<file path="config.mk">
export PLATFORM = sky130hd
export DESIGN_NAME = interrupt_controller_with_systick_unit_flat
export DESIGN_NICKNAME = d
export VERILOG_FILES = /design/src/design/icst_pkg.sv /design/src/design/icst_stream_if.sv /design/src/design/icst_decode.sv /design/src/design/icst_regfile.sv /design/src/design/interrupt_controller_with_systick_unit.sv /design/src/flat_wrapper.sv
export SDC_FILE = /design/constraint.sdc
export NUM_CORES = 1
export LEC_CHECK = 0
export ABC_AREA = 1
export BUFFER_PORTS_ARGS = -buffer_cell sky130_fd_sc_hd__buf_2
export CAP_MARGIN = 25
export CORE_MARGIN = 8
export CORE_UTILIZATION = 52
export CTS_CLUSTER_SIZE = 30
export DETAILED_ROUTE_END_ITERATION = 16
export GPL_TIMING_DRIVEN = 0
export PLACE_DENSITY = 0.66
export SYNTH_ARGS = -nofsm -noshare
export SYNTH_HDL_FRONTEND = slang
export SYNTH_SLANG_ARGS = --single-unit
</file>
<file path="constraint.sdc">
create_clock -name clk -period 8.3 [get_ports clk]
set_input_delay 1.66 -clock clk [delete_from_list [all_inputs] [get_ports clk]]
set_output_delay 1.66 -clock clk [all_outputs]
set_load 0.05 [all_outputs]
</file>
<file path="src/design/icst_pkg.sv">
// Shared types, codes and constants of the interrupt controller with SysTick.
package icst_pkg;

	typedef enum logic [2:0] {
		OP_READ    = 3'd0,
		OP_WRITE   = 3'd1,
		OP_TICK    = 3'd2,
		OP_IRQ     = 3'd3,
		OP_NMI     = 3'd4,
		OP_HFAULT  = 3'd5,
		OP_PENDSV  = 3'd6
	} icst_op_t;

	typedef enum logic [1:0] {
		ST_OK       = 2'd0,
		ST_ADDR_ERR = 2'd1,
		ST_SIZE_ERR = 2'd2
	} icst_status_t;

	typedef enum logic [3:0] {
		RG_NONE,
		RG_ISER,
		RG_ICER,
		RG_ISPR,
		RG_ICPR,
		RG_PRIO,
		RG_CTRL,
		RG_LOAD,
		RG_VAL,
		RG_CALIB,
		RG_SHPR2,
		RG_SHPR3,
		RG_SHCSR
	} icst_region_t;

	typedef struct packed {
		logic [2:0]  op;
		logic [11:0] addr;
		logic [31:0] wdata;
		logic        word_access;
		logic [5:0]  irq_line;
	} icst_req_t;

	typedef struct packed {
		logic [31:0] rdata;
		logic [1:0]  status;
		logic        exc_valid;
		logic [5:0]  exc_number;
	} icst_rsp_t;

	localparam logic [11:0] ADDR_STK_CTRL  = 12'h010;
	localparam logic [11:0] ADDR_STK_LOAD  = 12'h014;
	localparam logic [11:0] ADDR_STK_VAL   = 12'h018;
	localparam logic [11:0] ADDR_STK_CALIB = 12'h01C;
	localparam logic [11:0] ADDR_SHPR2     = 12'hD1C;
	localparam logic [11:0] ADDR_SHPR3     = 12'hD20;
	localparam logic [11:0] ADDR_SHCSR     = 12'hD24;

	localparam logic [5:0] BANK_ISER = 6'h04;
	localparam logic [5:0] BANK_ICER = 6'h06;
	localparam logic [5:0] BANK_ISPR = 6'h08;
	localparam logic [5:0] BANK_ICPR = 6'h0A;
	localparam logic [1:0] PRIO_PAGE = 2'b01;

	localparam logic [23:0] MASK24     = 24'hFFFFFF;
	localparam logic [16:0] CTRL_WMASK = 17'h10007;
	localparam int          CTRL_ENABLE    = 0;
	localparam int          CTRL_TICKINT   = 1;
	localparam int          CTRL_COUNTFLAG = 16;
	localparam int          SHCSR_PENDSV   = 28;

	localparam logic [5:0] EXC_NMI      = 6'd2;
	localparam logic [5:0] EXC_HFAULT   = 6'd3;
	localparam logic [5:0] EXC_PENDSV   = 6'd14;
	localparam logic [5:0] EXC_SYSTICK  = 6'd15;
	localparam logic [5:0] EXC_IRQ_BASE = 6'd16;

endpackage

</file>
<file path="src/design/icst_stream_if.sv">
// Valid/ready channel interface carrying one request or result payload.
interface icst_stream_if #(
	parameter type payload_t = logic
);
	logic     valid;
	logic     ready;
	payload_t payload;

	modport source (output valid, output payload, input ready);
	modport sink (input valid, input payload, output ready);
endinterface

</file>
<file path="src/design/icst_decode.sv">
// Address decoder that maps a system control space offset to a register region.
module icst_decode #(
	parameter int NUM_PRIO_WORDS = 8
) (
	input  logic [11:0]           addr,
	output icst_pkg::icst_region_t region
);

	localparam logic [9:0] PRIO_LAST = 10'(4 * (NUM_PRIO_WORDS - 1));

	always_comb begin
		priority if (addr[11:6] == icst_pkg::BANK_ISER) begin
			region = icst_pkg::RG_ISER;
		end else if (addr[11:6] == icst_pkg::BANK_ICER) begin
			region = icst_pkg::RG_ICER;
		end else if (addr[11:6] == icst_pkg::BANK_ISPR) begin
			region = icst_pkg::RG_ISPR;
		end else if (addr[11:6] == icst_pkg::BANK_ICPR) begin
			region = icst_pkg::RG_ICPR;
		end else if (addr[11:10] == icst_pkg::PRIO_PAGE && addr[9:0] <= PRIO_LAST) begin
			region = icst_pkg::RG_PRIO;
		end else if (addr == icst_pkg::ADDR_STK_CTRL) begin
			region = icst_pkg::RG_CTRL;
		end else if (addr == icst_pkg::ADDR_STK_LOAD) begin
			region = icst_pkg::RG_LOAD;
		end else if (addr == icst_pkg::ADDR_STK_VAL) begin
			region = icst_pkg::RG_VAL;
		end else if (addr == icst_pkg::ADDR_STK_CALIB) begin
			region = icst_pkg::RG_CALIB;
		end else if (addr == icst_pkg::ADDR_SHPR2) begin
			region = icst_pkg::RG_SHPR2;
		end else if (addr == icst_pkg::ADDR_SHPR3) begin
			region = icst_pkg::RG_SHPR3;
		end else if (addr == icst_pkg::ADDR_SHCSR) begin
			region = icst_pkg::RG_SHCSR;
		end else begin
			region = icst_pkg::RG_NONE;
		end
	end

endmodule

</file>
<file path="src/design/icst_regfile.sv">
// Controller and timer registers with request execution and IRQ delivery.
module icst_regfile #(
	parameter int NUM_IRQ        = 32,
	parameter int NUM_PRIO_WORDS = 8
) (
	input  logic                   clk,
	input  logic                   arst_n,
	input  logic                   fire,
	input  icst_pkg::icst_req_t    req,
	input  icst_pkg::icst_region_t region,
	output icst_pkg::icst_rsp_t    rsp
);

	localparam logic [31:0] LINE_MASK = 32'((64'd1 << NUM_IRQ) - 64'd1);
	localparam int          PIDX_W    = (NUM_PRIO_WORDS > 1) ? $clog2(NUM_PRIO_WORDS) : 1;
	localparam logic [6:0]  IRQ_LIMIT = 7'(NUM_IRQ);

	logic [16:0] ctrl_q, ctrl_n;
	logic [23:0] reload_q, reload_n;
	logic [23:0] current_q, current_n;
	logic [31:0] enable_q, enable_n;
	logic [31:0] pending_q, pending_n;
	logic [31:0] prio_q [NUM_PRIO_WORDS];
	logic [31:0] shcsr_q, shcsr_n;
	logic [31:0] shpr2_q, shpr2_n;
	logic [31:0] shpr3_q, shpr3_n;

	logic [PIDX_W-1:0] prio_idx;
	logic              prio_we;
	logic [16:0]       ctrl_w;
	logic [31:0]       ready_lines;
	logic [31:0]       lowest;
	logic [4:0]        lowest_idx;
	logic              do_deliver;

	assign prio_idx = req.addr[PIDX_W+1:2];

	always_comb begin
		ready_lines = 32'd0;
		lowest      = 32'd0;
		lowest_idx  = 5'd0;
		do_deliver  = 1'b0;
		ctrl_w      = 17'd0;
		ctrl_n      = ctrl_q;
		reload_n    = reload_q;
		current_n   = current_q;
		enable_n    = enable_q;
		pending_n   = pending_q;
		shcsr_n     = shcsr_q;
		shpr2_n     = shpr2_q;
		shpr3_n     = shpr3_q;
		prio_we     = 1'b0;
		rsp         = '0;

		unique case (icst_pkg::icst_op_t'(req.op))
			icst_pkg::OP_READ: begin
				if (!req.word_access) begin
					rsp.status = icst_pkg::ST_SIZE_ERR;
				end else begin
					unique case (region)
						icst_pkg::RG_ISER:  rsp.rdata = enable_q;
						icst_pkg::RG_ISPR:  rsp.rdata = pending_q;
						icst_pkg::RG_PRIO:  rsp.rdata = prio_q[prio_idx];
						icst_pkg::RG_CTRL:  rsp.rdata = {15'd0, ctrl_q};
						icst_pkg::RG_LOAD:  rsp.rdata = {8'd0, reload_q};
						icst_pkg::RG_VAL:   rsp.rdata = {8'd0, current_q};
						icst_pkg::RG_SHPR2: rsp.rdata = shpr2_q;
						icst_pkg::RG_SHPR3: rsp.rdata = shpr3_q;
						icst_pkg::RG_SHCSR: rsp.rdata = shcsr_q;
						icst_pkg::RG_NONE:  rsp.status = icst_pkg::ST_ADDR_ERR;
						default:            rsp.rdata = 32'd0;
					endcase
				end
			end
			icst_pkg::OP_WRITE: begin
				if (!req.word_access) begin
					rsp.status = icst_pkg::ST_SIZE_ERR;
				end else begin
					do_deliver = (region != icst_pkg::RG_NONE);
					unique case (region)
						icst_pkg::RG_ISER: enable_n  = enable_q | (req.wdata & LINE_MASK);
						icst_pkg::RG_ICER: enable_n  = enable_q & ~req.wdata;
						icst_pkg::RG_ISPR: pending_n = pending_q | (req.wdata & LINE_MASK);
						icst_pkg::RG_ICPR: pending_n = pending_q & ~req.wdata;
						icst_pkg::RG_PRIO: prio_we   = 1'b1;
						icst_pkg::RG_CTRL: begin
							ctrl_w = (ctrl_q & (17'd1 << icst_pkg::CTRL_COUNTFLAG))
								| (req.wdata[16:0] & icst_pkg::CTRL_WMASK);
							if (!ctrl_w[icst_pkg::CTRL_ENABLE]) begin
								ctrl_w[icst_pkg::CTRL_COUNTFLAG] = 1'b0;
							end
							ctrl_n = ctrl_w;
						end
						icst_pkg::RG_LOAD:  reload_n  = req.wdata[23:0];
						icst_pkg::RG_VAL:   current_n = req.wdata[23:0];
						icst_pkg::RG_SHPR2: shpr2_n   = req.wdata;
						icst_pkg::RG_SHPR3: shpr3_n   = req.wdata;
						icst_pkg::RG_SHCSR: shcsr_n   = req.wdata;
						icst_pkg::RG_NONE:  rsp.status = icst_pkg::ST_ADDR_ERR;
						default:            ;
					endcase
				end
			end
			icst_pkg::OP_TICK: begin
				if (ctrl_q[icst_pkg::CTRL_ENABLE]) begin
					if (current_q == 24'd0) begin
						current_n = reload_q & icst_pkg::MASK24;
						ctrl_n[icst_pkg::CTRL_COUNTFLAG] = 1'b1;
						if (ctrl_q[icst_pkg::CTRL_TICKINT]) begin
							rsp.exc_valid  = 1'b1;
							rsp.exc_number = icst_pkg::EXC_SYSTICK;
						end
					end else begin
						current_n = current_q - 24'd1;
					end
				end
			end
			icst_pkg::OP_IRQ: begin
				if ({1'b0, req.irq_line} < IRQ_LIMIT) begin
					pending_n  = pending_q | (32'd1 << req.irq_line[4:0]);
					do_deliver = 1'b1;
				end
			end
			icst_pkg::OP_NMI: begin
				rsp.exc_valid  = 1'b1;
				rsp.exc_number = icst_pkg::EXC_NMI;
			end
			icst_pkg::OP_HFAULT: begin
				rsp.exc_valid  = 1'b1;
				rsp.exc_number = icst_pkg::EXC_HFAULT;
			end
			icst_pkg::OP_PENDSV: begin
				shcsr_n[icst_pkg::SHCSR_PENDSV] = 1'b1;
				rsp.exc_valid  = 1'b1;
				rsp.exc_number = icst_pkg::EXC_PENDSV;
			end
			default: ;
		endcase

		// The lowest pending and enabled line is taken after this request's update.
		if (do_deliver) begin
			ready_lines = enable_n & pending_n & LINE_MASK;
			lowest      = ready_lines & (~ready_lines + 32'd1);
			for (int i = 0; i < 32; i++) begin
				if (lowest[i]) begin
					lowest_idx = 5'(i);
				end
			end
			if (ready_lines != 32'd0) begin
				pending_n      = pending_n & ~lowest;
				rsp.exc_valid  = 1'b1;
				rsp.exc_number = icst_pkg::EXC_IRQ_BASE + {1'b0, lowest_idx};
			end
		end
	end

	always_ff @(posedge clk or negedge arst_n) begin
		if (!arst_n) begin
			ctrl_q    <= '0;
			reload_q  <= '0;
			current_q <= '0;
			enable_q  <= '0;
			pending_q <= '0;
			shcsr_q   <= '0;
			shpr2_q   <= '0;
			shpr3_q   <= '0;
			for (int i = 0; i < NUM_PRIO_WORDS; i++) begin
				prio_q[i] <= '0;
			end
		end else if (fire) begin
			ctrl_q    <= ctrl_n;
			reload_q  <= reload_n;
			current_q <= current_n;
			enable_q  <= enable_n;
			pending_q <= pending_n;
			shcsr_q   <= shcsr_n;
			shpr2_q   <= shpr2_n;
			shpr3_q   <= shpr3_n;
			if (prio_we) begin
				prio_q[prio_idx] <= req.wdata;
			end
		end
	end

endmodule

</file>
<file path="src/design/interrupt_controller_with_systick_unit.sv">
// Top level of the interrupt controller with SysTick timer.
//
// Requests arrive on the req channel: a bus read or write of the system
// control space, a timer tick, an IRQ trigger, or an NMI, HardFault or
// PendSV event. Every request yields exactly one result on the rsp channel
// with read data, a status code and an optional exception number.
// A request is captured in an input register, executed against the
// register state and written to the result register, and one request
// is accepted every cycle while results are taken.
// The register update and the IRQ priority encoder both sit between the
// input and result registers.
// When the receiver stalls, the result register holds its result and the
// input register holds one more request; then ready drops until rsp moves.
// Reset clears all controller and timer registers, priority words included,
// and empties both pipeline registers.
module interrupt_controller_with_systick_unit #(
	parameter int NUM_IRQ        = 32,
	parameter int NUM_PRIO_WORDS = 8
) (
	input logic clk,
	input logic arst_n,
	icst_stream_if.sink   req,
	icst_stream_if.source rsp
);

	logic                   valid_s1;
	icst_pkg::icst_req_t    req_s1;
	logic                   rsp_valid_q;
	icst_pkg::icst_rsp_t    rsp_q;
	logic                   advance;
	icst_pkg::icst_region_t region;
	icst_pkg::icst_rsp_t    result;

	assign advance   = valid_s1 && (!rsp_valid_q || rsp.ready);
	assign req.ready = !valid_s1 || advance;

	always_ff @(posedge clk or negedge arst_n) begin
		if (!arst_n) begin
			valid_s1 <= 1'b0;
		end else if (req.ready) begin
			valid_s1 <= req.valid;
		end
	end

	always_ff @(posedge clk) begin
		if (req.valid && req.ready) begin
			req_s1 <= req.payload;
		end
	end

	icst_decode #(
		.NUM_PRIO_WORDS(NUM_PRIO_WORDS)
	) u_decode (
		.addr   (req_s1.addr),
		.region (region)
	);

	icst_regfile #(
		.NUM_IRQ        (NUM_IRQ),
		.NUM_PRIO_WORDS (NUM_PRIO_WORDS)
	) u_regfile (
		.clk    (clk),
		.arst_n (arst_n),
		.fire   (advance),
		.req    (req_s1),
		.region (region),
		.rsp    (result)
	);

	always_ff @(posedge clk or negedge arst_n) begin
		if (!arst_n) begin
			rsp_valid_q <= 1'b0;
		end else if (advance) begin
			rsp_valid_q <= 1'b1;
		end else if (rsp.ready) begin
			rsp_valid_q <= 1'b0;
		end
	end

	always_ff @(posedge clk) begin
		if (advance) begin
			rsp_q <= result;
		end
	end

	assign rsp.valid   = rsp_valid_q;
	assign rsp.payload = rsp_q;

	a_hold_s1 : assert property (@(posedge clk) disable iff (!arst_n)
		valid_s1 && !advance |=> valid_s1)
		else $error("input register lost a request while the result stalled");

	a_no_overrun : assert property (@(posedge clk) disable iff (!arst_n)
		req.valid && req.ready |-> !valid_s1 || advance)
		else $error("request accepted into an occupied input register");

	a_advance_shows : assert property (@(posedge clk) disable iff (!arst_n)
		advance |=> rsp.valid)
		else $error("executed request produced no result");

	a_err_no_exc : assert property (@(posedge clk) disable iff (!arst_n)
		rsp.valid && rsp.payload.status != icst_pkg::ST_OK |-> !rsp.payload.exc_valid)
		else $error("exception signaled with a failed bus access");

endmodule

</file>
<file path="src/flat_wrapper.sv">
// flat-port wrapper written by rule: the top's interface ports become plain ports
module interrupt_controller_with_systick_unit_flat 
#(
	parameter int NUM_IRQ        = 32,
	parameter int NUM_PRIO_WORDS = 8
)
  (clk, arst_n, req_valid, req_payload, req_ready, rsp_valid, rsp_payload, rsp_ready);
  icst_stream_if #(.payload_t(icst_pkg::icst_req_t)) req_i ();
  icst_stream_if #(.payload_t(icst_pkg::icst_rsp_t)) rsp_i ();
  input logic clk;
  input logic arst_n;
  input wire logic [$bits(req_i.valid)-1:0] req_valid;
  input wire logic [$bits(req_i.payload)-1:0] req_payload;
  output wire logic [$bits(req_i.ready)-1:0] req_ready;
  output wire logic [$bits(rsp_i.valid)-1:0] rsp_valid;
  output wire logic [$bits(rsp_i.payload)-1:0] rsp_payload;
  input wire logic [$bits(rsp_i.ready)-1:0] rsp_ready;
  assign req_i.valid = req_valid;
  assign req_i.payload = req_payload;
  assign req_ready = req_i.ready;
  assign rsp_valid = rsp_i.valid;
  assign rsp_payload = rsp_i.payload;
  assign rsp_i.ready = rsp_ready;
  interrupt_controller_with_systick_unit #(.NUM_IRQ(NUM_IRQ), .NUM_PRIO_WORDS(NUM_PRIO_WORDS)) u_core (.clk(clk), .arst_n(arst_n), .req(req_i), .rsp(rsp_i));
endmodule
</file>
Yosys cells after proc, flatten, opt, wreduce, memory -nomap -nowiden
Cells that the tools add are included.
Word-level totals
  register bits after elaboration: 578
  input port bits: 58
  output and inout port bits: 43
  word-level logic and storage cells: 204
Operators by class
  add/subtract/negate cells: 3
  $lt $le $gt $ge: 4
  equal/unequal tests: 35
  shifts and indexed selects: 1
  muxes and demuxes: 90
  bitwise gates (word level): 13
  reduce and logical (&&, ||, !) cells: 28
Operators with widths (count)
  $mux W32: 9
  $pmux W32 S9: 1
  $bwmux W256: 1
  $pmux W32 S2: 3
  $and A32 B32 Y32: 5
  $mux W5: 31
  $bmux W32 S3: 1
  $demux W32 S3: 1
  $mux W24: 4
  $not A32 Y32: 3
  $or A32 B32 Y32: 3
  $mux W29: 2
  $eq A12 B5 Y1 const B: 4
  $mux W4: 12
  $pmux W24 S2: 1
  $eq A12 B12 Y1 const B: 3
  $mux W7: 5
  $mux W17: 2
  $add A32 B1 Y32 const B: 1
  $reduce_bool A32 Y1: 1
  $shl A1 B5 Y32 const A: 1
  $pmux W7 S4: 1
  $logic_not A24 Y1: 1
  $reduce_and A4 Y1: 6
  other kinds (34): 72

Logic depth before layout (Yosys ltp)
Gate-level depths: netlist (run 1).
  depth after elaboration: 56
  depth in mapped cells: 23
  mapped depth without buffers: 23

Cells and area by module
From an unflattened synthesis (run 1), not the netlist that was laid out.
Second synthesis, totals
  cell total of the unflattened synthesis: 3042
  area, all modules: 26656.8 µm²
By module, submodules not included
  icst_regfile: times used 1, cells an instance 2870, area an instance 23393.7 µm², sequential area each 11711.2 µm²
  interrupt_controller_with_systick_unit: times used 1, cells an instance 107, area an instance 2947.8 µm², sequential area each 2902.8 µm²
  icst_decode: times used 1, cells an instance 65, area an instance 315.3 µm², sequential area each 0.0 µm²

Worst setup path after synthesis (run 1)
OpenSTA, ideal clock, no wires.
  kind: input to register
  start: input rsp_ready
  end: register u_core.rsp_q (netlist bit u_core.rsp.payload[0]) (enable)
  setup time: 421 ps
  arrival time: 3576 ps
  required time: 7879 ps
  slack: 4303 ps
  cell stages on the path: 6
  path buffers: 2
  cell sequence: inv_1 > nand2_1 > nand2_1 > inv_1 > clkbuf_1 > clkbuf_1
On the way
  longest elaborated chain between the ends: 2
RTL lines
  start, declared: line flat_wrapper.sv:17  | input wire logic [$bits(rsp_i.ready)-1:0] rsp_ready;
  $logic_or A1 B1 Y1: line interrupt_controller_with_systick_unit.sv:34  | assign advance = valid_s1 && (!rsp_valid_q || rsp.ready);
  $logic_and A1 B1 Y1: line interrupt_controller_with_systick_unit.sv:34
  named net u_core.advance: line interrupt_controller_with_systick_unit.sv:30  | logic advance;
  end signal, assigned: line interrupt_controller_with_systick_unit.sv:82  | rsp_q <= result;
  end, declared: line interrupt_controller_with_systick_unit.sv:29  | icst_pkg::icst_rsp_t rsp_q;
The timed path passes the listed nets, and every way through them passes these cells.
A chain may end at the register's enable or synchronous reset.

Final worst setup path (run 1)
  start: register u_core.req_s1[41] in the netlist's numbering
  end: register u_core.u_regfile.pending_q[13]
On the way
  longest elaborated chain between the ends: 25
  elaborated cells on any way between the ends: 43
  those cells by class: 1 x add/sub; 1 x order compare; 11 x eq/ne; 22 x mux; 5 x bitwise; 3 x reduce/logical
RTL lines
  start, declared: line interrupt_controller_with_systick_unit.sv:27  | icst_pkg::icst_req_t req_s1;
  start signal, assigned: line interrupt_controller_with_systick_unit.sv:47  | req_s1 <= req.payload;
  $eq A12 B12 Y1: line icst_decode.sv:34  | end else if (addr == icst_pkg::ADDR_SHCSR) begin
  $mux W4: line icst_decode.sv:34
  $mux W4: line icst_decode.sv:32  | end else if (addr == icst_pkg::ADDR_SHPR3) begin
  $mux W4: line icst_decode.sv:30  | end else if (addr == icst_pkg::ADDR_SHPR2) begin
  $mux W4: line icst_decode.sv:28  | end else if (addr == icst_pkg::ADDR_STK_CALIB) begin
  $mux W4: line icst_decode.sv:26  | end else if (addr == icst_pkg::ADDR_STK_VAL) begin
  $mux W4: line icst_decode.sv:24  | end else if (addr == icst_pkg::ADDR_STK_LOAD) begin
  $mux W4: line icst_decode.sv:22  | end else if (addr == icst_pkg::ADDR_STK_CTRL) begin
  [... 9 more ...]
  $and A32 B32 Y32: line icst_regfile.sv:142  | ready_lines = enable_n & pending_n & LINE_MASK;
  $not A32 Y32: line icst_regfile.sv:143  | lowest = ready_lines & (~ready_lines + 32'd1);
  $add A32 B1 Y32: line icst_regfile.sv:143
  $and A32 B32 Y32: line icst_regfile.sv:143
  $not A32 Y32: line icst_regfile.sv:150  | pending_n = pending_n & ~lowest;
  $and A32 B32 Y32: line icst_regfile.sv:150
  $mux W32: line icst_regfile.sv:149  | if (ready_lines != 32'd0) begin
  $mux W32 (*): line icst_regfile.sv:141  | if (do_deliver) begin
  end signal, assigned: line icst_regfile.sv:175  | pending_q <= pending_n;
  end, declared: line icst_regfile.sv:22  | logic [31:0] pending_q, pending_n;
Every way passes the cells marked *; elsewhere a longest branch is shown, timed or not.

==> impl_metrics.xml, run 1 <==
<?xml version="1.0" encoding="UTF-8"?>
<metrics>
  <group name="logic_synthesis">
    <metric name="postSynthCellCount" unit="">3159</metric>
    <metric name="yosys.area.top_type" unit="">sky130_fd_sc_hd__dfrtp_1</metric>
    <metric name="synth-edff-count" unit="">95</metric>
    <metric name="postSynth.topFlopCell" unit="">sky130_fd_sc_hd__dfrtp_1</metric>
    <metric name="syn-cell-area" unit="um^2">27110</metric>
    <metric name="synth.top_cells.by_area" unit="">sky130_fd_sc_hd__dfrtp_1 43%, sky130_fd_sc_hd__o21ai_0 11%, sky130_fd_sc_hd__edfxtp_1 11%</metric>
    <metric name="synthesis.area_per_instance" unit="um^2">8.583</metric>
    <metric name="synth_fp_nets" unit="">3218</metric>
    <metric name="synthArstFlopShare" unit="%">83.19</metric>
    <metric name="post_synth_num_cell_types" unit="">62</metric>
    <metric name="yosysTopAreaCellShare" unit="%">43.38</metric>
    <metric name="seq_area_frac_synth" unit="%">53.90</metric>
    <metric name="synthesis.yosys.warnings" unit="">0</metric>
    <metric name="postSynthRegisterBits" unit="">565</metric>
  </group>
  <group name="worst_setup_path">
    <metric name="cp_max_fo" unit="">10</metric>
    <metric name="cp.required" unit="ns">8.83</metric>
    <metric name="critical_path.endpoint_type" unit="">register</metric>
    <metric name="timing.rr.end" unit="">u_core.u_regfile.pending_q[13]</metric>
    <metric name="critical_path_class" unit="">reg -&gt; reg</metric>
    <metric name="worst_ep_arrival_time" unit="ns">4.93</metric>
    <metric name="timing.critical_path.from_type" unit="">register</metric>
    <metric name="setup.reg_to_reg.worst_slack" unit="ns">3.90</metric>
    <metric name="cp_slowest_cell" unit="">sky130_fd_sc_hd__buf_2</metric>
    <metric name="critical_path_cell_by_cell" unit="">clkbuf_1, nand2_1, inv_1, a311oi_1, nand2_1, clkinv_1, nor3_1, nand3_1, nor2_1, nand4_1, nand2_1, nand2_1, inv_2, buf_2, buf_2, o211ai_1, o21ai_0</metric>
    <metric name="regToRegStartpoint" unit="">u_core.req_s1[41]</metric>
    <metric name="critical_path.max_stage_delay" unit="ns">0.43</metric>
    <metric name="rr_worst_depth" unit="">17</metric>
    <metric name="crit_top_cell" unit="">sky130_fd_sc_hd__nand2_1</metric>
    <metric name="setup.worst_path.start" unit="">u_core.req_s1[41]</metric>
  </group>
  <group name="routing">
    <metric name="detailed_route_wire_length" unit="um">105800</metric>
    <metric name="drc" unit="">0</metric>
    <metric name="drt_iter0_drc" unit="">3816</metric>
    <metric name="detailroute.via_count" unit="">25930</metric>
    <metric name="first_drt_pass_iteration_count" unit="">6</metric>
    <metric name="wl_per_cell" unit="um">26.10</metric>
    <metric name="via_per_inst" unit="">6.392</metric>
    <metric name="antenna_left" unit="">0</metric>
  </group>
  <group name="power_and_ir_drop">
    <metric name="totalPowerFinal" unit="uW">7819</metric>
    <metric name="cellLeakagePower" unit="uW">0.01320</metric>
    <metric name="p_per_area" unit="nW/um^2">254.9</metric>
    <metric name="ir_worst_vdd" unit="V">0.0001837</metric>
  </group>
  <group name="job">
    <metric name="max-cap-violations" unit="">0</metric>
  </group>
  <group name="timing">
    <metric name="final_min_period_over_clock_period" unit="%">52.96</metric>
    <metric name="maxClockFrequency" unit="MHz">227.5</metric>
    <metric name="setup_violations" unit="">0</metric>
    <metric name="tightest_slew" unit="ns">0.9628</metric>
    <metric name="fin_worst_skew" unit="ns">0.03877</metric>
    <metric name="max_slew_margin" unit="%">35.82</metric>
    <metric name="timing_max_transition_violations_final" unit="">0</metric>
    <metric name="rsz0062_at_grt" unit="">false</metric>
    <metric name="hold_viol_final" unit="">0</metric>
    <metric name="setup_total_negative_slack" unit="ns">0</metric>
    <metric name="post-route-min-period" unit="ns">4.396</metric>
    <metric name="whs" unit="ns">0.4870</metric>
  </group>
  <group name="layout">
    <metric name="layout-drive-gt1-share" unit="%">9.659</metric>
    <metric name="flow.area_growth_from_synthesis" unit="%">13.13</metric>
    <metric name="layout.cell_area.non_filler" unit="um^2">30670</metric>
    <metric name="finalNetCount" unit="">3385</metric>
  </group>
  <group name="global_route">
    <metric name="first_global_vias" unit="">24590</metric>
    <metric name="grt_overflow_total" unit="">0</metric>
    <metric name="grt_max_degree" unit="">121</metric>
    <metric name="track_usage" unit="%">34.55</metric>
    <metric name="grt_antenna_before_repair" unit="">0</metric>
    <metric name="grt_first_pass_wirelength" unit="um">156200</metric>
  </group>
  <group name="clock_network">
    <metric name="cts.hold.buffers_added" unit="">0</metric>
    <metric name="cts-buffers-inserted" unit="">59</metric>
    <metric name="numClockSinks" unit="">565</metric>
    <metric name="clockBufferDepth" unit="">3</metric>
    <metric name="worst_setup_hold_path_clk_slew" unit="ns">0.06</metric>
    <metric name="cts_root_buf" unit="">sky130_fd_sc_hd__clkbuf_16</metric>
    <metric name="clk-insertion-delay-late" unit="ns">0.66</metric>
    <metric name="post_cts_buffers" unit="">0</metric>
    <metric name="clock_tree.htree_level_count" unit="">2</metric>
    <metric name="tritoncts_clock_tree" unit="">done</metric>
    <metric name="post_cts.resized_instances" unit="">0</metric>
  </group>
  <group name="die">
    <metric name="start_util" unit="%">52.74</metric>
    <metric name="placeableCoreArea" unit="um^2">51410</metric>
    <metric name="die_area" unit="um^2">59700</metric>
    <metric name="fp.dieH" unit="um">244.3</metric>
    <metric name="design.portCount" unit="">101</metric>
    <metric name="floorplan.rows" unit="">83</metric>
    <metric name="die-width" unit="um">244.3</metric>
  </group>
  <group name="worst_hold_path">
    <metric name="min-delay-path-class" unit="">reg -&gt; reg</metric>
    <metric name="hold_path_depth" unit="">2</metric>
    <metric name="worstHoldEndpoint" unit="">u_core.u_regfile.prio_q[118]</metric>
    <metric name="min_delay_startpoint" unit="">u_core.u_regfile.prio_q[118]</metric>
  </group>
  <group name="status">
    <metric name="outcome" unit="">complete, no violations</metric>
  </group>
  <group name="placed_design">
    <metric name="placement.cell_area" unit="um^2">28630</metric>
    <metric name="hpwlAfterDp" unit="um">79890</metric>
    <metric name="gpl_wtd_cong" unit="">0.9919</metric>
    <metric name="port_buffers" unit="">100</metric>
  </group>
</metrics>
## report_power, final
| part | internal (uW) | switching [uW] |
|---|---|---|
| registers | 3050 | 210 |
| logic | 485 | 1280 |
| clock network | 1620 | 1170 |
| total | 5150 | 2660 |
## routing by layer
metal	share of wire [%]	global-route usage (%)	vias up
met4	5.0	16.26	0
met2	44	51.08	1737
li1	-	-	11260
met3	11	6.279	279
met5	0	0	-
met1	41	49.08	12650
## layout make-up
type                    count  area [um^2]
diodes                      1        2.502
plain buffers             223        965.9
clock buffers              85         1705
clock inverters            25        331.6
fillers                  4663        20730
inverters                 210        792.0
multi-input cells        2161        10740
flip-flops and latches    565        14610
well taps                 680        850.8
repair buffers            106        668.1
## registers in the layout, summed over array words and instances (netlist names)
| name | flops |
|---|---|
| u_core.u_regfile.prio_q | 256 |
| u_core.u_regfile.current_q | 24 |
| u_core.u_regfile.shpr2_q | 32 |
| u_core.valid_s1 | 1 |
| u_core.u_regfile.shpr3_q | 32 |
| u_core.u_regfile.shcsr_q | 32 |
| u_core.u_regfile.pending_q | 32 |
| u_core.rsp.valid | 1 |
| u_core.req_s1 | 54 |
| u_core.rsp.payload | 41 |
| u_core.u_regfile.enable_q | 32 |
| u_core.u_regfile.reload_q | 24 |
| u_core.u_regfile.ctrl_q | 4 |
## critical path, delay by kind of cell, from the launching register on
family                 cells  cell delay [ns]
AO/OA/AOI/OAI              3             0.39
buffers and inverters      6             1.96
flip-flops                 1             0.36
AND/OR/NAND/NOR            8             1.54
## kinds of logic (layout without fill, tap and decap cells)
| family | count (synthesis) | count (layout) | synth area share (%) |
|---|---|---|---|
| and+or+nand+nor | 1120 | 1120 | 17.73 |
| AOI/OAI and AO/OA | 1032 | 1032 | 21.58 |
| DFF | 565 | 565 | 53.90 |
| buffers and inverters | 433 | 649 | 6.479 |
| xor gates and xnor gates | 8 | 8 | 0.2584 |
| adders and majority gates | 1 | 1 | 0.04614 |
| other | 0 | 1 | 0 |
## layout by cell type (no fill, tap or decap), drive strengths merged, types with 2 or more instances in the layout
| cell | n |
|---|---|
| a21oi | 49 |
| a221oi | 53 |
| a22oi | 8 |
| a31oi | 39 |
| and3 | 4 |
| buf | 153 |
| bufinv | 6 |
| clkbuf | 261 |
| clkinv | 23 |
| dfrtp | 470 |
| edfxtp | 95 |
| inv | 206 |
| nand2 | 749 |
| nand3 | 126 |
| nand4 | 27 |
| nor2 | 156 |
| nor3 | 41 |
| nor4 | 7 |
| o2111ai | 4 |
| o211ai | 33 |
| o21a | 22 |
| o21ai | 672 |
| o221ai | 6 |
| o22ai | 135 |
| o311ai | 2 |
| or2 | 8 |
| xor2 | 7 |
## per-stage QoR
| stage | utilization (%) | std cells | worst slack, ns |
|---|---|---|---|
| detailed placement | 55.70 | 3945 | 4.155 |
| finish | 59.67 | 4056 | 3.904 |
| CTS | 59.66 | 4055 | 4.164 |
| floorplan | - | 3159 | 4.303 |
| global route | 59.66 | 4055 | 3.819 |
| global placement | 55.37 | 3939 | -3.847 |
## how the worst max path moves through the flow
stage,cells after the start,slack [ns],endpoint
3_3_place_gp,1,-3.85,u_core.u_regfile.pending_q[2]
4_1_cts,17,4.16,u_core.u_regfile.pending_q[20]
3_5_place_dp,8,4.15,u_core.rsp.payload[33]
6_report,17,3.90,u_core.u_regfile.pending_q[13]
5_1_grt,17,3.82,u_core.u_regfile.pending_q[8]
2_1_floorplan,6,4.30,u_core.rsp.payload[0]
## Yosys cell counts (6+ instances only)
cell type,n
sky130_fd_sc_hd__a21oi_1,47
sky130_fd_sc_hd__a221oi_1,53
sky130_fd_sc_hd__a22oi_1,8
sky130_fd_sc_hd__a31oi_1,38
sky130_fd_sc_hd__buf_1,11
sky130_fd_sc_hd__buf_2,21
sky130_fd_sc_hd__buf_6,12
sky130_fd_sc_hd__clkbuf_1,176
sky130_fd_sc_hd__dfrtp_1,470
sky130_fd_sc_hd__edfxtp_1,95
sky130_fd_sc_hd__inv_1,185
sky130_fd_sc_hd__inv_2,19
sky130_fd_sc_hd__nand2_1,731
sky130_fd_sc_hd__nand2_2,17
sky130_fd_sc_hd__nand3_1,116
sky130_fd_sc_hd__nand3_2,8
sky130_fd_sc_hd__nand4_1,27
sky130_fd_sc_hd__nor2_1,131
sky130_fd_sc_hd__nor2_2,14
sky130_fd_sc_hd__nor2_4,10
sky130_fd_sc_hd__nor3_1,37
sky130_fd_sc_hd__nor4_1,6
sky130_fd_sc_hd__o211ai_1,32
sky130_fd_sc_hd__o21a_1,22
sky130_fd_sc_hd__o21ai_0,623
sky130_fd_sc_hd__o21ai_1,48
sky130_fd_sc_hd__o221ai_1,6
sky130_fd_sc_hd__o22ai_1,135
sky130_fd_sc_hd__or2_1,7
sky130_fd_sc_hd__xor2_1,7
Note: power is estimated with default switching activity, not from simulation.
==> run 2: changes to the inputs <==
- PLACE_DENSITY: 0.66 -> 0.68
- clock period: 8.3 -> 3.7 ns (I/O delays scaled with it)
==> run 2 against run 1 <==
Design area is 0.53% higher. Combinational power is 130% higher. Worst setup slack worse by 3.9 ns. Power is 120% higher. Wire length is 1.5% lower.
==> impl_metrics.xml, run 2 (synthesis gave the netlist of run 1 again) <==
<?xml version="1.0" encoding="UTF-8"?>
<metrics>
  <group name="placed_design">
    <metric name="gpl_wtd_cong" unit="">0.9854</metric>
    <metric name="port_buffers" unit="">100</metric>
    <metric name="hpwlAfterDp" unit="um">79320</metric>
    <metric name="place_inst" unit="">3945</metric>
  </group>
  <group name="routing">
    <metric name="detailed_route_wire_length" unit="um">104300</metric>
    <metric name="antenna_left" unit="">0</metric>
    <metric name="first_drt_pass_iteration_count" unit="">6</metric>
    <metric name="drt_iter0_drc" unit="">3001</metric>
    <metric name="detailroute.via_count" unit="">25910</metric>
    <metric name="drc" unit="">0</metric>
    <metric name="via_per_inst" unit="">6.371</metric>
    <metric name="wl_per_cell" unit="um">25.64</metric>
  </group>
  <group name="timing">
    <metric name="setup_violations" unit="">0</metric>
    <metric name="maxClockFrequency" unit="MHz">272.4</metric>
    <metric name="timing_max_transition_violations_final" unit="">0</metric>
    <metric name="final_min_period_over_clock_period" unit="%">99.22</metric>
    <metric name="max_slew_margin" unit="%">39.59</metric>
    <metric name="tightest_slew" unit="ns">0.9061</metric>
    <metric name="fin_worst_skew" unit="ns">0.04376</metric>
    <metric name="hold_viol_final" unit="">0</metric>
    <metric name="post-route-min-period" unit="ns">3.671</metric>
  </group>
  <group name="power_and_ir_drop">
    <metric name="internal-power" unit="uW">11430</metric>
    <metric name="totalPowerFinal" unit="uW">17430</metric>
    <metric name="register_share_of_total_power" unit="%">41.9</metric>
    <metric name="p_per_area" unit="nW/um^2">565.4</metric>
    <metric name="cellLeakagePower" unit="uW">0.01327</metric>
    <metric name="share_comb_of_total_power" unit="%">23.1</metric>
    <metric name="ir_worst_vdd" unit="V">0.0004126</metric>
    <metric name="clkPwrFrac" unit="%">35.0</metric>
    <metric name="reported_net_switching_power" unit="uW">6000</metric>
    <metric name="p_sw_share" unit="%">34.42</metric>
  </group>
  <group name="clock_network">
    <metric name="clockBufferDepth" unit="">3</metric>
    <metric name="tritoncts_clock_tree" unit="">done</metric>
    <metric name="clock_tree.htree_level_count" unit="">2</metric>
    <metric name="clk-insertion-delay-late" unit="ns">0.67</metric>
    <metric name="numClockSinks" unit="">565</metric>
    <metric name="cts_root_buf" unit="">sky130_fd_sc_hd__clkbuf_16</metric>
    <metric name="cts-buffers-inserted" unit="">60</metric>
    <metric name="worst_setup_hold_path_clk_slew" unit="ns">0.06</metric>
  </group>
  <group name="status">
    <metric name="outcome" unit="">complete, no violations</metric>
  </group>
  <group name="layout">
    <metric name="finish.cell_count_without_fillers" unit="">4066</metric>
    <metric name="flow.area_growth_from_synthesis" unit="%">13.73</metric>
    <metric name="mostFrequentLayoutCell" unit="">sky130_fd_sc_hd__nand2_1</metric>
    <metric name="max_flop_register" unit="">u_core.u_regfile.prio_q</metric>
    <metric name="largest_register_ffs" unit="">256</metric>
    <metric name="final_cell_mix" unit="">730 x sky130_fd_sc_hd__nand2_1, 623 x sky130_fd_sc_hd__o21ai_0, 470 x sky130_fd_sc_hd__dfrtp_1</metric>
    <metric name="finalNetCount" unit="">3396</metric>
    <metric name="layout-drive-gt1-share" unit="%">10.58</metric>
  </group>
  <group name="worst_setup_path">
    <metric name="critical_path_class" unit="">reg -&gt; reg</metric>
    <metric name="critical_path.endpoint_type" unit="">register</metric>
    <metric name="cp.buffers_inverters" unit="">3</metric>
    <metric name="timing.critical_path.from_type" unit="">register</metric>
    <metric name="timing.critical_path.max_delay_family" unit="">buffers and inverters</metric>
    <metric name="cp.required" unit="ns">4.11</metric>
    <metric name="critical_path.max_stage_delay" unit="ns">0.75</metric>
    <metric name="crit_top_cell" unit="">sky130_fd_sc_hd__o21ai_0</metric>
    <metric name="worst_ep_arrival_time" unit="ns">4.08</metric>
    <metric name="critical_path_cell_by_cell" unit="">clkbuf_2, nand2_1, clkbuf_1, buf_1, o22ai_1, o21ai_0, nand3_1, o21ai_0, a221oi_1, a31oi_1</metric>
    <metric name="cp_max_fo" unit="">10</metric>
    <metric name="cp_slowest_cell" unit="">sky130_fd_sc_hd__buf_1</metric>
  </group>
  <group name="die">
    <metric name="fp.dieH" unit="um">244.3</metric>
    <metric name="start_util" unit="%">52.74</metric>
    <metric name="die-width" unit="um">244.3</metric>
    <metric name="die_area" unit="um^2">59700</metric>
    <metric name="placeableCoreArea" unit="um^2">51410</metric>
    <metric name="floorplan.rows" unit="">83</metric>
    <metric name="design.portCount" unit="">101</metric>
  </group>
  <group name="global_route">
    <metric name="first_global_vias" unit="">24690</metric>
    <metric name="grt_overflow_total" unit="">0</metric>
    <metric name="grt_antenna_before_repair" unit="">2</metric>
    <metric name="grt_first_pass_wirelength" unit="um">154100</metric>
    <metric name="grt_max_degree" unit="">128</metric>
    <metric name="track_usage" unit="%">33.99</metric>
  </group>
  <group name="worst_hold_path">
    <metric name="min-delay-path-class" unit="">in -&gt; reg</metric>
  </group>
  <group name="job">
    <metric name="max-cap-violations" unit="">0</metric>
  </group>
</metrics>
-- run 2: path summary, 6_finish.rpt --
path                                        startpoint                             end  slack (ns)  depth (start not counted)
min in group asynchronous                       arst_n     u_core.u_regfile.prio_q[93]        0.45                          2
min reg2reg                u_core.u_regfile.shpr2_q[8]     u_core.u_regfile.shpr2_q[8]        0.48                          2
max in group asynchronous                       arst_n  u_core.u_regfile.current_q[10]        1.82                          4
max                                  u_core.req_s1[42]           u_core.rsp.payload[9]        0.03                         10
max reg2reg                          u_core.req_s1[42]           u_core.rsp.payload[9]        0.03                         10
min                                    req_payload[40]               u_core.req_s1[40]        0.24                          1
-- run 2: per-layer routing --
layer | vias to the layer above | track usage (%) | part of all wire [%]
met5 | - | 0 | 0
met4 | 0 | 16.12 | 5.1
met3 | 268 | 6.660 | 10
met2 | 1574 | 50.09 | 43
met1 | 12760 | 48.07 | 42
li1 | 11300 | - | -
-- run 2: timing repair --
| action | in CTS | in global routing |
|---|---|---|
| setup endpoints to repair | 21 | 41 |
| pin swaps | 0 | 7 |
| hold buffers | 1 | 0 |
| setup buffers | 0 | 10 |
| hold endpoints to repair | 3 | 0 |
| gates resized for setup | 13 | 35 |
| cloned | 0 | 0 |
-- run 2: layout make-up --
cell class                 instances  area (um^2)
inverter                         210        805.8
multi-input combinational       2161        10850
fill                            4570        20570
timing repair buffer             117        758.2
tap                              680        850.8
sequential                       565        14610
antenna                            1        2.502
clock buffer                      88         1697
clock inverter                    22        275.3
buffer                           222        985.9
-- run 2: stage by stage --
step	setup slack, ns	util [%]	cell area (um^2)	TNS (ns)	hold slack (ns)
floorplan	0.6231	-	27110	0	0.4444
global placement	-7.548	55.37	28460	-3562.84	0.4647
detailed placement	-0.2258	55.69	28630	-2.349	0.4732
CTS	0.04212	59.60	30640	0	0.2176
global route	-0.007665	59.98	30830	-0.01074	0.2304
finish	0.02887	59.99	30840	0	0.2417
-- run 2: worst register-to-register path, cell delays in order (launching register included) --
cell and delay [ns]:
sky130_fd_sc_hd__edfxtp_1 0.41, sky130_fd_sc_hd__clkbuf_2 0.20, sky130_fd_sc_hd__nand2_1 0.19, sky130_fd_sc_hd__clkbuf_1 0.53
sky130_fd_sc_hd__buf_1 0.75, sky130_fd_sc_hd__o22ai_1 0.15, sky130_fd_sc_hd__o21ai_0 0.37, sky130_fd_sc_hd__nand3_1 0.27
sky130_fd_sc_hd__o21ai_0 0.15, sky130_fd_sc_hd__a221oi_1 0.07, sky130_fd_sc_hd__a31oi_1 0.32
-- run 2: power groups by stage --
stage / clock, uW / combinational [uW] / sequential (uW)
2_1_floorplan: 0 / 2360 / 7430
3_3_place_gp: 0 / 3740 / 7390
3_5_place_dp: 0 / 3820 / 7390
4_1_cts: 6120 / 3840 / 7290
5_1_grt: 6380 / 4340 / 7350
6_report: 6100 / 4020 / 7310
